[src/hbap_pkg.sv]
package hbap_pkg;

    // Sizing
    localparam int NUM_BINS     = 24;
    localparam int COUNT_BITS   = 16;
    localparam int IDX_BITS     = $clog2(NUM_BINS);
    localparam int CMD_BITS     = 2;
    localparam int HOUR_BITS    = 5;
    localparam int VALUE_BITS   = 19;
    localparam int SAMPLES_BITS = 16;
    // |sum| < 2^(VALUE_BITS-1) * 2^COUNT_BITS, plus a sign bit
    localparam int SUM_BITS     = COUNT_BITS + VALUE_BITS;
    localparam int MAG_BITS     = SUM_BITS - 1;
    localparam int ENTRY_BITS   = SUM_BITS + COUNT_BITS;
    localparam int DIV_CNT_BITS = $clog2(MAG_BITS + 1);
    localparam int UPC_BITS     = 3;

    localparam logic signed [VALUE_BITS-1:0] MISSING_VALUE = -19'sd99900;
    localparam logic [COUNT_BITS-1:0]        COUNT_LIMIT   = {COUNT_BITS{1'b1}};

    // Command codes
    typedef enum logic [CMD_BITS-1:0] {
        CMD_SAMPLE = 2'd0,
        CMD_REPORT = 2'd1,
        CMD_CLEAR  = 2'd2
    } cmd_t;

    // Sequencer branch conditions
    typedef enum logic [2:0] {
        C_NEVER,
        C_ALWAYS,
        C_DISPATCH,
        C_DIV_MORE,
        C_MORE_BINS
    } cond_t;

    // Microcode addresses
    localparam logic [UPC_BITS-1:0] UA_IDLE  = UPC_BITS'(0);
    localparam logic [UPC_BITS-1:0] UA_S_WR  = UPC_BITS'(1);
    localparam logic [UPC_BITS-1:0] UA_R_RD  = UPC_BITS'(2);
    localparam logic [UPC_BITS-1:0] UA_R_LD  = UPC_BITS'(3);
    localparam logic [UPC_BITS-1:0] UA_R_DIV = UPC_BITS'(4);
    localparam logic [UPC_BITS-1:0] UA_R_EM  = UPC_BITS'(5);
    localparam logic [UPC_BITS-1:0] UA_R_END = UPC_BITS'(6);

    // One control word
    typedef struct packed {
        cond_t               cond;
        logic [UPC_BITS-1:0] target;
        logic                busy;
        logic                rd_idx;
        logic                wr_sample;
        logic                div_load;
        logic                div_step;
        logic                emit;
    } uword_t;

    // Control bundle from sequencer to datapath
    typedef struct packed {
        uword_t w;
        logic   accept;
        logic   clr_bins;
        logic   rpt_start;
    } ctrl_t;

    // Microprogram ROM
    function automatic uword_t ucode(input logic [UPC_BITS-1:0] addr);
        uword_t w;
        w        = '0;
        w.cond   = C_NEVER;
        w.target = UA_IDLE;
        case (addr)
            UA_IDLE: begin
                w.cond = C_DISPATCH;
            end
            UA_S_WR: begin
                w.cond      = C_ALWAYS;
                w.target    = UA_IDLE;
                w.busy      = 1'b1;
                w.wr_sample = 1'b1;
            end
            UA_R_RD: begin
                w.busy   = 1'b1;
                w.rd_idx = 1'b1;
            end
            UA_R_LD: begin
                w.busy     = 1'b1;
                w.rd_idx   = 1'b1;
                w.div_load = 1'b1;
            end
            UA_R_DIV: begin
                w.cond     = C_DIV_MORE;
                w.target   = UA_R_DIV;
                w.busy     = 1'b1;
                w.rd_idx   = 1'b1;
                w.div_step = 1'b1;
            end
            UA_R_EM: begin
                w.cond   = C_MORE_BINS;
                w.target = UA_R_RD;
                w.busy   = 1'b1;
                w.rd_idx = 1'b1;
                w.emit   = 1'b1;
            end
            UA_R_END: begin
                w.cond   = C_ALWAYS;
                w.target = UA_IDLE;
                w.busy   = 1'b1;
                w.rd_idx = 1'b1;
            end
            default: begin
                w.cond   = C_ALWAYS;
                w.target = UA_IDLE;
            end
        endcase
        return w;
    endfunction

endpackage

[src/hbap_ram.sv]
module hbap_ram #(
    parameter int WIDTH = 8,
    parameter int DEPTH = 16
) (
    input  logic                     clk,
    input  logic                     we,
    input  logic [$clog2(DEPTH)-1:0] waddr,
    input  logic [WIDTH-1:0]         wdata,
    input  logic [$clog2(DEPTH)-1:0] raddr,
    output logic [WIDTH-1:0]         rdata
);

    logic [WIDTH-1:0] mem [DEPTH];
    logic [WIDTH-1:0] rdata_reg;

    // Write port and registered read port
    always_ff @(posedge clk)
    begin
        if (we)
        begin
            mem[waddr] <= wdata;
        end
        rdata_reg <= mem[raddr];
    end

    assign rdata = rdata_reg;

endmodule

[src/hbap_div.sv]
module hbap_div
    import hbap_pkg::*;
(
    input  logic                  clk,
    input  logic                  rst_n,
    input  logic                  load,
    input  logic                  step,
    input  logic [MAG_BITS-1:0]   dividend,
    input  logic [COUNT_BITS-1:0] divisor,
    output logic [MAG_BITS-1:0]   quotient,
    output logic                  last_step
);

    logic [DIV_CNT_BITS-1:0] cnt_reg, cnt_next;
    logic [MAG_BITS-1:0]     quo_reg, quo_next;
    logic [COUNT_BITS-1:0]   rem_reg, rem_next;
    logic [COUNT_BITS-1:0]   dsr_reg, dsr_next;
    logic [COUNT_BITS:0]     rem_shift;
    logic [COUNT_BITS:0]     rem_diff;

    // One restoring step: shift in the next dividend bit, subtract if it fits
    always_comb
    begin
        rem_shift = {rem_reg, quo_reg[MAG_BITS-1]};
        rem_diff  = rem_shift - {1'b0, dsr_reg};
        cnt_next  = cnt_reg;
        quo_next  = quo_reg;
        rem_next  = rem_reg;
        dsr_next  = dsr_reg;
        if (load)
        begin
            cnt_next = DIV_CNT_BITS'(MAG_BITS);
            quo_next = dividend;
            rem_next = '0;
            dsr_next = divisor;
        end
        else if (step && (cnt_reg != '0))
        begin
            cnt_next = cnt_reg - 1'b1;
            if (rem_shift >= {1'b0, dsr_reg})
            begin
                rem_next = rem_diff[COUNT_BITS-1:0];
                quo_next = {quo_reg[MAG_BITS-2:0], 1'b1};
            end
            else
            begin
                rem_next = rem_shift[COUNT_BITS-1:0];
                quo_next = {quo_reg[MAG_BITS-2:0], 1'b0};
            end
        end
    end

    always_ff @(posedge clk or negedge rst_n)
    begin
        if (!rst_n)
        begin
            cnt_reg <= '0;
        end
        else
        begin
            cnt_reg <= cnt_next;
        end
    end

    always_ff @(posedge clk)
    begin
        quo_reg <= quo_next;
        rem_reg <= rem_next;
        dsr_reg <= dsr_next;
    end

    assign quotient  = quo_reg;
    assign last_step = (cnt_reg == DIV_CNT_BITS'(1));

endmodule

[src/hbap_seq.sv]
module hbap_seq
    import hbap_pkg::*;
(
    input  logic                clk,
    input  logic                rst_n,
    input  logic                start,
    input  logic [CMD_BITS-1:0] cmd,
    input  logic                div_last,
    input  logic                more_bins,
    output ctrl_t               ctrl
);

    logic [UPC_BITS-1:0] upc_reg, upc_next;
    uword_t              word;

    assign word = ucode(upc_reg);

    // Next step address
    always_comb
    begin
        upc_next = upc_reg + 1'b1;
        case (word.cond)
            C_ALWAYS:
            begin
                upc_next = word.target;
            end
            C_DISPATCH:
            begin
                upc_next = UA_IDLE;
                if (start)
                begin
                    case (cmd)
                        CMD_SAMPLE: upc_next = UA_S_WR;
                        CMD_REPORT: upc_next = UA_R_RD;
                        default:    upc_next = UA_IDLE;
                    endcase
                end
            end
            C_DIV_MORE:
            begin
                if (!div_last)
                begin
                    upc_next = word.target;
                end
            end
            C_MORE_BINS:
            begin
                if (more_bins)
                begin
                    upc_next = word.target;
                end
            end
            default:
            begin
                upc_next = upc_reg + 1'b1;
            end
        endcase
    end

    // Control outputs
    always_comb
    begin
        ctrl.w         = word;
        ctrl.accept    = start && !word.busy;
        ctrl.clr_bins  = ctrl.accept && (cmd == CMD_CLEAR);
        ctrl.rpt_start = ctrl.accept && (cmd == CMD_REPORT);
    end

    always_ff @(posedge clk or negedge rst_n)
    begin
        if (!rst_n)
        begin
            upc_reg <= UA_IDLE;
        end
        else
        begin
            upc_reg <= upc_next;
        end
    end

endmodule

[src/hourly_bin_average_peak_finder_unit.sv]
// Channel  | Signals                                   | Transfer
// ---------+-------------------------------------------+---------------------------------
// command  | start, busy, cmd, hour, value             | start high while busy low
// result   | out_valid, bin_index, bin_average,        | out_valid high for one cycle,
//          | bin_samples, peak_hour, peak_average,     | taken at the edge ending it
//          | window_start, window_average, last        |
//
// A sample reads its bin, then does a read-modify-write; clear and unused commands end on accept.
// A report holds busy for one RAM read, a divider load, COUNT_BITS + 18 shift-subtract steps
// and one row per bin, then a final end step.
// Reset clears per-bin valid flags, so every bin reads as empty at once; no clearing pass.
// Results cannot be stalled; one row leaves per bin during a report.
module hourly_bin_average_peak_finder_unit
    import hbap_pkg::*;
(
    input  logic                         clk,
    input  logic                         rst_n,
    input  logic                         start,
    output logic                         busy,
    input  logic [CMD_BITS-1:0]          cmd,
    input  logic [HOUR_BITS-1:0]         hour,
    input  logic signed [VALUE_BITS-1:0] value,
    output logic                         out_valid,
    output logic [HOUR_BITS-1:0]         bin_index,
    output logic signed [VALUE_BITS-1:0] bin_average,
    output logic [SAMPLES_BITS-1:0]      bin_samples,
    output logic [HOUR_BITS-1:0]         peak_hour,
    output logic signed [VALUE_BITS-1:0] peak_average,
    output logic [HOUR_BITS-1:0]         window_start,
    output logic signed [VALUE_BITS-1:0] window_average,
    output logic                         last
);

    ctrl_t ctrl;

    // Captured command
    logic [HOUR_BITS-1:0]         hour_reg;
    logic signed [VALUE_BITS-1:0] value_reg;

    // Bin storage
    logic [NUM_BINS-1:0]   valid_reg, valid_next;
    logic                  rd_valid_reg;
    logic [IDX_BITS-1:0]   rd_addr;
    logic [IDX_BITS-1:0]   wr_addr;
    logic [ENTRY_BITS-1:0] rd_data, wr_data;
    logic                  wr_en;
    logic signed [SUM_BITS-1:0] sum_eff, sum_new;
    logic [COUNT_BITS-1:0] cnt_eff;
    logic                  hour_ok;

    // Report datapath
    logic [IDX_BITS-1:0]          idx_reg;
    logic                         more_bins;
    logic                         neg_reg, zero_reg;
    logic [COUNT_BITS-1:0]        cnt_lat_reg;
    logic [MAG_BITS-1:0]          dividend, quotient;
    logic                         div_last;
    logic signed [VALUE_BITS-1:0] avg, q19;
    logic signed [VALUE_BITS-1:0] prev_avg_reg;
    logic signed [VALUE_BITS-1:0] peak_reg, peak_next;
    logic [IDX_BITS-1:0]          peak_bin_reg, peak_bin_next;
    logic signed [VALUE_BITS:0]   pair_sum;
    logic signed [VALUE_BITS:0]   best_reg, best_next;
    logic [IDX_BITS-1:0]          win_bin_reg, win_bin_next;

    // Output registers
    logic                         out_valid_reg;
    logic [HOUR_BITS-1:0]         bin_index_reg, peak_hour_reg, window_start_reg;
    logic signed [VALUE_BITS-1:0] bin_average_reg, peak_average_reg, window_average_reg;
    logic [SAMPLES_BITS-1:0]      bin_samples_reg;
    logic                         last_reg;

    hbap_seq u_seq (
        .clk       (clk),
        .rst_n     (rst_n),
        .start     (start),
        .cmd       (cmd),
        .div_last  (div_last),
        .more_bins (more_bins),
        .ctrl      (ctrl)
    );

    // Read address: incoming hour while idle, scan index during a report
    assign hour_ok = (32'(hour) < NUM_BINS);
    assign rd_addr = ctrl.w.rd_idx ? idx_reg : (hour_ok ? IDX_BITS'(hour) : '0);

    hbap_ram #(
        .WIDTH (ENTRY_BITS),
        .DEPTH (NUM_BINS)
    ) u_ram (
        .clk   (clk),
        .we    (wr_en),
        .waddr (wr_addr),
        .wdata (wr_data),
        .raddr (rd_addr),
        .rdata (rd_data)
    );

    // Entry never written since reset or clear reads as zero
    assign sum_eff = rd_valid_reg ? $signed(rd_data[ENTRY_BITS-1:COUNT_BITS]) : '0;
    assign cnt_eff = rd_valid_reg ? rd_data[COUNT_BITS-1:0] : '0;

    // Sample update: skip out-of-range hours, missing data and full bins
    assign wr_addr = IDX_BITS'(hour_reg);
    assign wr_en   = ctrl.w.wr_sample && (32'(hour_reg) < NUM_BINS) &&
                     (value_reg != MISSING_VALUE) && (cnt_eff != COUNT_LIMIT);
    assign sum_new = sum_eff + SUM_BITS'(value_reg);
    assign wr_data = {sum_new, cnt_eff + 1'b1};

    always_comb
    begin
        valid_next = valid_reg;
        if (ctrl.clr_bins)
        begin
            valid_next = '0;
        end
        else if (wr_en)
        begin
            valid_next[wr_addr] = 1'b1;
        end
    end

    always_ff @(posedge clk or negedge rst_n)
    begin
        if (!rst_n)
        begin
            valid_reg <= '0;
        end
        else
        begin
            valid_reg <= valid_next;
        end
    end

    // Valid flag follows the registered RAM read
    always_ff @(posedge clk)
    begin
        rd_valid_reg <= valid_reg[rd_addr];
        if (ctrl.accept)
        begin
            hour_reg  <= hour;
            value_reg <= value;
        end
    end

    // Divider on magnitudes, sign restored at the row
    assign dividend = sum_eff[SUM_BITS-1] ? MAG_BITS'(-sum_eff) : MAG_BITS'(sum_eff);

    hbap_div u_div (
        .clk       (clk),
        .rst_n     (rst_n),
        .load      (ctrl.w.div_load),
        .step      (ctrl.w.div_step),
        .dividend  (dividend),
        .divisor   (cnt_eff),
        .quotient  (quotient),
        .last_step (div_last)
    );

    always_ff @(posedge clk)
    begin
        if (ctrl.w.div_load)
        begin
            neg_reg     <= sum_eff[SUM_BITS-1];
            zero_reg    <= (cnt_eff == '0);
            cnt_lat_reg <= cnt_eff;
        end
    end

    // Row average and running searches
    assign q19       = $signed(quotient[VALUE_BITS-1:0]);
    assign avg       = zero_reg ? '0 : (neg_reg ? -q19 : q19);
    assign more_bins = (32'(idx_reg) != NUM_BINS - 1);
    assign pair_sum  = (VALUE_BITS+1)'(prev_avg_reg) + (VALUE_BITS+1)'(avg);

    always_comb
    begin
        peak_next     = peak_reg;
        peak_bin_next = peak_bin_reg;
        best_next     = best_reg;
        win_bin_next  = win_bin_reg;
        if (avg > peak_reg)
        begin
            peak_next     = avg;
            peak_bin_next = idx_reg;
        end
        if ((idx_reg != '0) && (pair_sum > best_reg))
        begin
            best_next    = pair_sum;
            win_bin_next = idx_reg - 1'b1;
        end
    end

    always_ff @(posedge clk or negedge rst_n)
    begin
        if (!rst_n)
        begin
            idx_reg <= '0;
        end
        else if (ctrl.rpt_start)
        begin
            idx_reg <= '0;
        end
        else if (ctrl.w.emit && more_bins)
        begin
            idx_reg <= idx_reg + 1'b1;
        end
    end

    always_ff @(posedge clk)
    begin
        if (ctrl.rpt_start)
        begin
            peak_reg     <= '0;
            peak_bin_reg <= '0;
            best_reg     <= '0;
            win_bin_reg  <= '0;
        end
        else if (ctrl.w.emit)
        begin
            peak_reg     <= peak_next;
            peak_bin_reg <= peak_bin_next;
            best_reg     <= best_next;
            win_bin_reg  <= win_bin_next;
            prev_avg_reg <= avg;
        end
    end

    // Result row strobe
    always_ff @(posedge clk or negedge rst_n)
    begin
        if (!rst_n)
        begin
            out_valid_reg <= 1'b0;
        end
        else
        begin
            out_valid_reg <= ctrl.w.emit;
        end
    end

    // Result row payload; summary fields only on the final row
    always_ff @(posedge clk)
    begin
        if (ctrl.w.emit)
        begin
            bin_index_reg   <= HOUR_BITS'(idx_reg);
            bin_average_reg <= avg;
            bin_samples_reg <= SAMPLES_BITS'(cnt_lat_reg);
            last_reg        <= !more_bins;
            if (!more_bins)
            begin
                peak_hour_reg      <= HOUR_BITS'(peak_bin_next);
                peak_average_reg   <= peak_next;
                window_start_reg   <= HOUR_BITS'(win_bin_next);
                window_average_reg <= best_next[VALUE_BITS:1];
            end
            else
            begin
                peak_hour_reg      <= '0;
                peak_average_reg   <= '0;
                window_start_reg   <= '0;
                window_average_reg <= '0;
            end
        end
    end

    assign busy           = ctrl.w.busy;
    assign out_valid      = out_valid_reg;
    assign bin_index      = bin_index_reg;
    assign bin_average    = bin_average_reg;
    assign bin_samples    = bin_samples_reg;
    assign peak_hour      = peak_hour_reg;
    assign peak_average   = peak_average_reg;
    assign window_start   = window_start_reg;
    assign window_average = window_average_reg;
    assign last           = last_reg;

endmodule
[config.mk]
export PLATFORM = sky130hd
export DESIGN_NAME = hourly_bin_average_peak_finder_unit
export DESIGN_NICKNAME = d
export VERILOG_FILES = /design/src/hbap_pkg.sv /design/src/hbap_ram.sv /design/src/hbap_div.sv /design/src/hbap_seq.sv /design/src/hourly_bin_average_peak_finder_unit.sv
export SDC_FILE = /design/constraint.sdc
export NUM_CORES = 2
export LEC_CHECK = 0
export BUFFER_PORTS_ARGS = -buffer_cell sky130_fd_sc_hd__buf_2
export CELL_PAD_IN_SITES_DETAIL_PLACEMENT = 0
export CELL_PAD_IN_SITES_GLOBAL_PLACEMENT = 2
export CORE_MARGIN = 2
export CORE_UTILIZATION = 40
export CTS_BUF_LIST = sky130_fd_sc_hd__clkbuf_2 sky130_fd_sc_hd__clkbuf_4 sky130_fd_sc_hd__clkbuf_8
export CTS_CLUSTER_DIAMETER = 40
export CTS_CLUSTER_SIZE = 8
export DETAILED_ROUTE_END_ITERATION = 12
export MAX_ROUTING_LAYER = met4
export PLACE_DENSITY = 0.73
export RECOVER_POWER = 50
export SLEW_MARGIN = 15
export SYNTH_ARGS = -nofsm -noshare
export SYNTH_HDL_FRONTEND = slang
export SYNTH_HIERARCHICAL = 1
export SYNTH_SLANG_ARGS = --single-unit
[constraint.sdc]
create_clock -name clk -period 5.85 [get_ports clk]
set_clock_uncertainty 0.05 [all_clocks]
set_input_delay 0.8775 -clock clk [delete_from_list [all_inputs] [get_ports clk]]
set_output_delay 0.8775 -clock clk [all_outputs]
set_load 0.05 [all_outputs]
==> flow_summary.yaml <==
status:
  status: "complete, but fails checks"
  violations: "capacitance limit, slew limit"
floorplanning:
  dieArea_mm2: 0.170
  die_w_um: 413
  core_mm2: 0.165
  die_h_um: 413
  io_pins: 120
  start_util: 0.404
  rows: 149
grt:
  grt_pass1_wl_um: 272000
  grt_pass1_vias: 39674
  grt_util_all_layers: 0.224
  gr-total-overflow: 0
  antenna_found_initial: 6
  grt_max_degree: 83
logic_synthesis:
  synth.cell_area_mm2: 0.0668
  yosysWarnings: 6
  syn-num-nets: 4522
  syn_area_per_cell_um2: 15.3
  synthCells: 4366
placed_design:
  placed_area_mm2: 0.0716
  place.port_buffers: 119
  place.gp.congestion: 0.868
  hpwl_um: 111000
clocking:
  cts.sinks: 1580
  clk_path_buf_depth: 4
  clk_latency_ns: 1.03
  cts_root_buf: "clkbuf_8"
  cts_max_level: 5
  cts_tree: "built"
  cts_buffers: 282
  path_clk_slew_ns: 0.06
worst_setup_path:
  end_kind: "register"
  cp_data_required_time_ns: 6.51
  worstSetupPathType: "reg2reg"
  worst-path-max-fanout: 10
  startpoint_type: "register"
  cp.arrival_ns: 6.47
final_layout:
  final_common_cell: "edfxtp_1"
  n_fill_cell: 14327
  layout-drive-gt1-share: 0.226
  final_util: 0.470
  largest_reg_flops: 1224
  nets: 4964
  fin_area_mm2: 0.0777
  synthToLayoutAreaGrowth_pct: 16.3
  final_cell_mix: "edfxtp_1 (1,424), mux2i_1 (392), nand2_1 (300)"
detailed_routing:
  drc: 0
  firstDrtPassIters: 8
  routed_via_density: 5.53
  avgRoutedWirePerCell_um: 26.0
  wl_um: 187000
  num_vias: 39716
  drtIter0Drc: 3670
  postRouteAntennaNets: 0
sta:
  worstMarginPinSlew_ns: 2.99
  rsz0062_at_grt: "true"
  hold_viol: 0
  setup_violations: 0
  fmax_mhz: 172
  relSlewSlack: -0.992
  period_minus_slack_ns: 5.81
  min_period_over_period: 0.993
  timing.final.max_slew_violations: 134
pwr:
  cellLeakagePower_nw: 24.3
  powerDensity_mw_per_mm2: 292
  power.total_mw: 22.7
  peakVddDrop_v: 0.000251
worst_hold_path:
  hold_class: "in2reg"
run:
  maxCapViolations: 3
## report_power, final
group / leakage (nW) / total, mW / switching (mW) / internal [mW]
Clock: 2.93 / 10.5 / 4.50 / 6.00
Combinational: 8.51 / 0.0337 / 0.0194 / 0.0143
Sequential: 12.8 / 12.1 / 0 / 12.1
Total: 24.3 / 22.7 / 4.52 / 18.1
## per-layer routing
| layer | track usage | up-vias | wire (µm) |
|---|---|---|---|
| li1 | - | 17773 | - |
| met1 | 0.304 | 20480 | 83400 |
| met2 | 0.354 | 1218 | 89500 |
| met3 | 0.0353 | 245 | 10500 |
| met4 | 0.0572 | 0 | 3540 |
| met5 | - | - | 0 |
## final timing paths
check | start | endpoint | slack [ns] | cells after the start
setup / recovery | u_div/quotient[3]$_DFFE_PP_ | window_average[9]$_SDFFCE_PN0P_ | 0.04 | 21
hold / removal | value[16] | value_reg[16]$_DFFE_PP_ | 0.17 | 1
setup reg to reg | u_div/quotient[3]$_DFFE_PP_ | window_average[9]$_SDFFCE_PN0P_ | 0.04 | 21
hold reg to reg | cnt_lat_reg[12]$_DFFE_PP_ | bin_samples[12]$_DFFE_PP_ | 0.36 | 0
max in group asynchronous | rst_n | valid_reg[15]$_DFFE_PN0P_ | 3.03 | 2
min in group asynchronous | rst_n | idx_reg[0]$_DFFE_PN0P_ | 1.20 | 2
## final cells by class
| type | instances | area (µm²) | share of cell area |
|---|---|---|---|
| Antenna cell | 2 | 5.00 | 0.0000644 |
| Clock buffer | 398 | 4850 | 0.0625 |
| Inverter | 112 | 435 | 0.00561 |
| Sequential cell | 1580 | 46100 | 0.593 |
| Timing Repair Buffer | 375 | 2940 | 0.0379 |
| Tap cell | 2189 | 2740 | 0.0353 |
| Multi-Input combinational cell | 2457 | 19900 | 0.256 |
| Clock inverter | 69 | 773 | 0.00995 |
## worst max-delay path, stage by stage, from the launching register on
cell and delay [ns]:
edfxtp_1 0.40, or4_4 0.56, or3_4 0.36, o41ai_4 0.32, xor2_1 0.24, nor2_1 0.09
ha_1 0.32, a21o_1 0.18, a21o_1 0.19, a31oi_1 0.16, buf_4 0.16, o21ai_2 0.08
a21o_1 0.18, and2_1 0.16, ha_1 0.28, a21o_1 0.16, a21oi_1 0.14, nor2b_1 0.08
or4_4 0.53, or4_4 0.67, nand3_1 0.13, a21oi_1 0.08
## stage by stage
| stage | setup TNS [ns] | hold slack [ns] | setup slack (ns) | cells |
|---|---|---|---|---|
| 4_1_cts | 0 | 0.00152 | 0.000246 | 7168 |
| 3_5_place_dp | -6.35 | 0.355 | -0.199 | 6683 |
| 5_1_grt | -5.66 | 0.101 | -0.221 | 7181 |
| 3_3_place_gp | -0.281 | 0.355 | -0.0242 | 6681 |
| 6_report | 0 | 0.173 | 0.0419 | 7182 |
| 2_1_floorplan | -154.97 | 0.350 | -0.424 | 4366 |
## timing repair
item,in CTS,in global routing
setup endpoints to repair,49,49
cloned,0,5
pin swaps,0,23
resized for setup,4,72
buffers inserted,0,6
hold endpoints to repair,47,0
hold buffers,18,0
No activity file was read; power rests on OpenSTA's default activity.
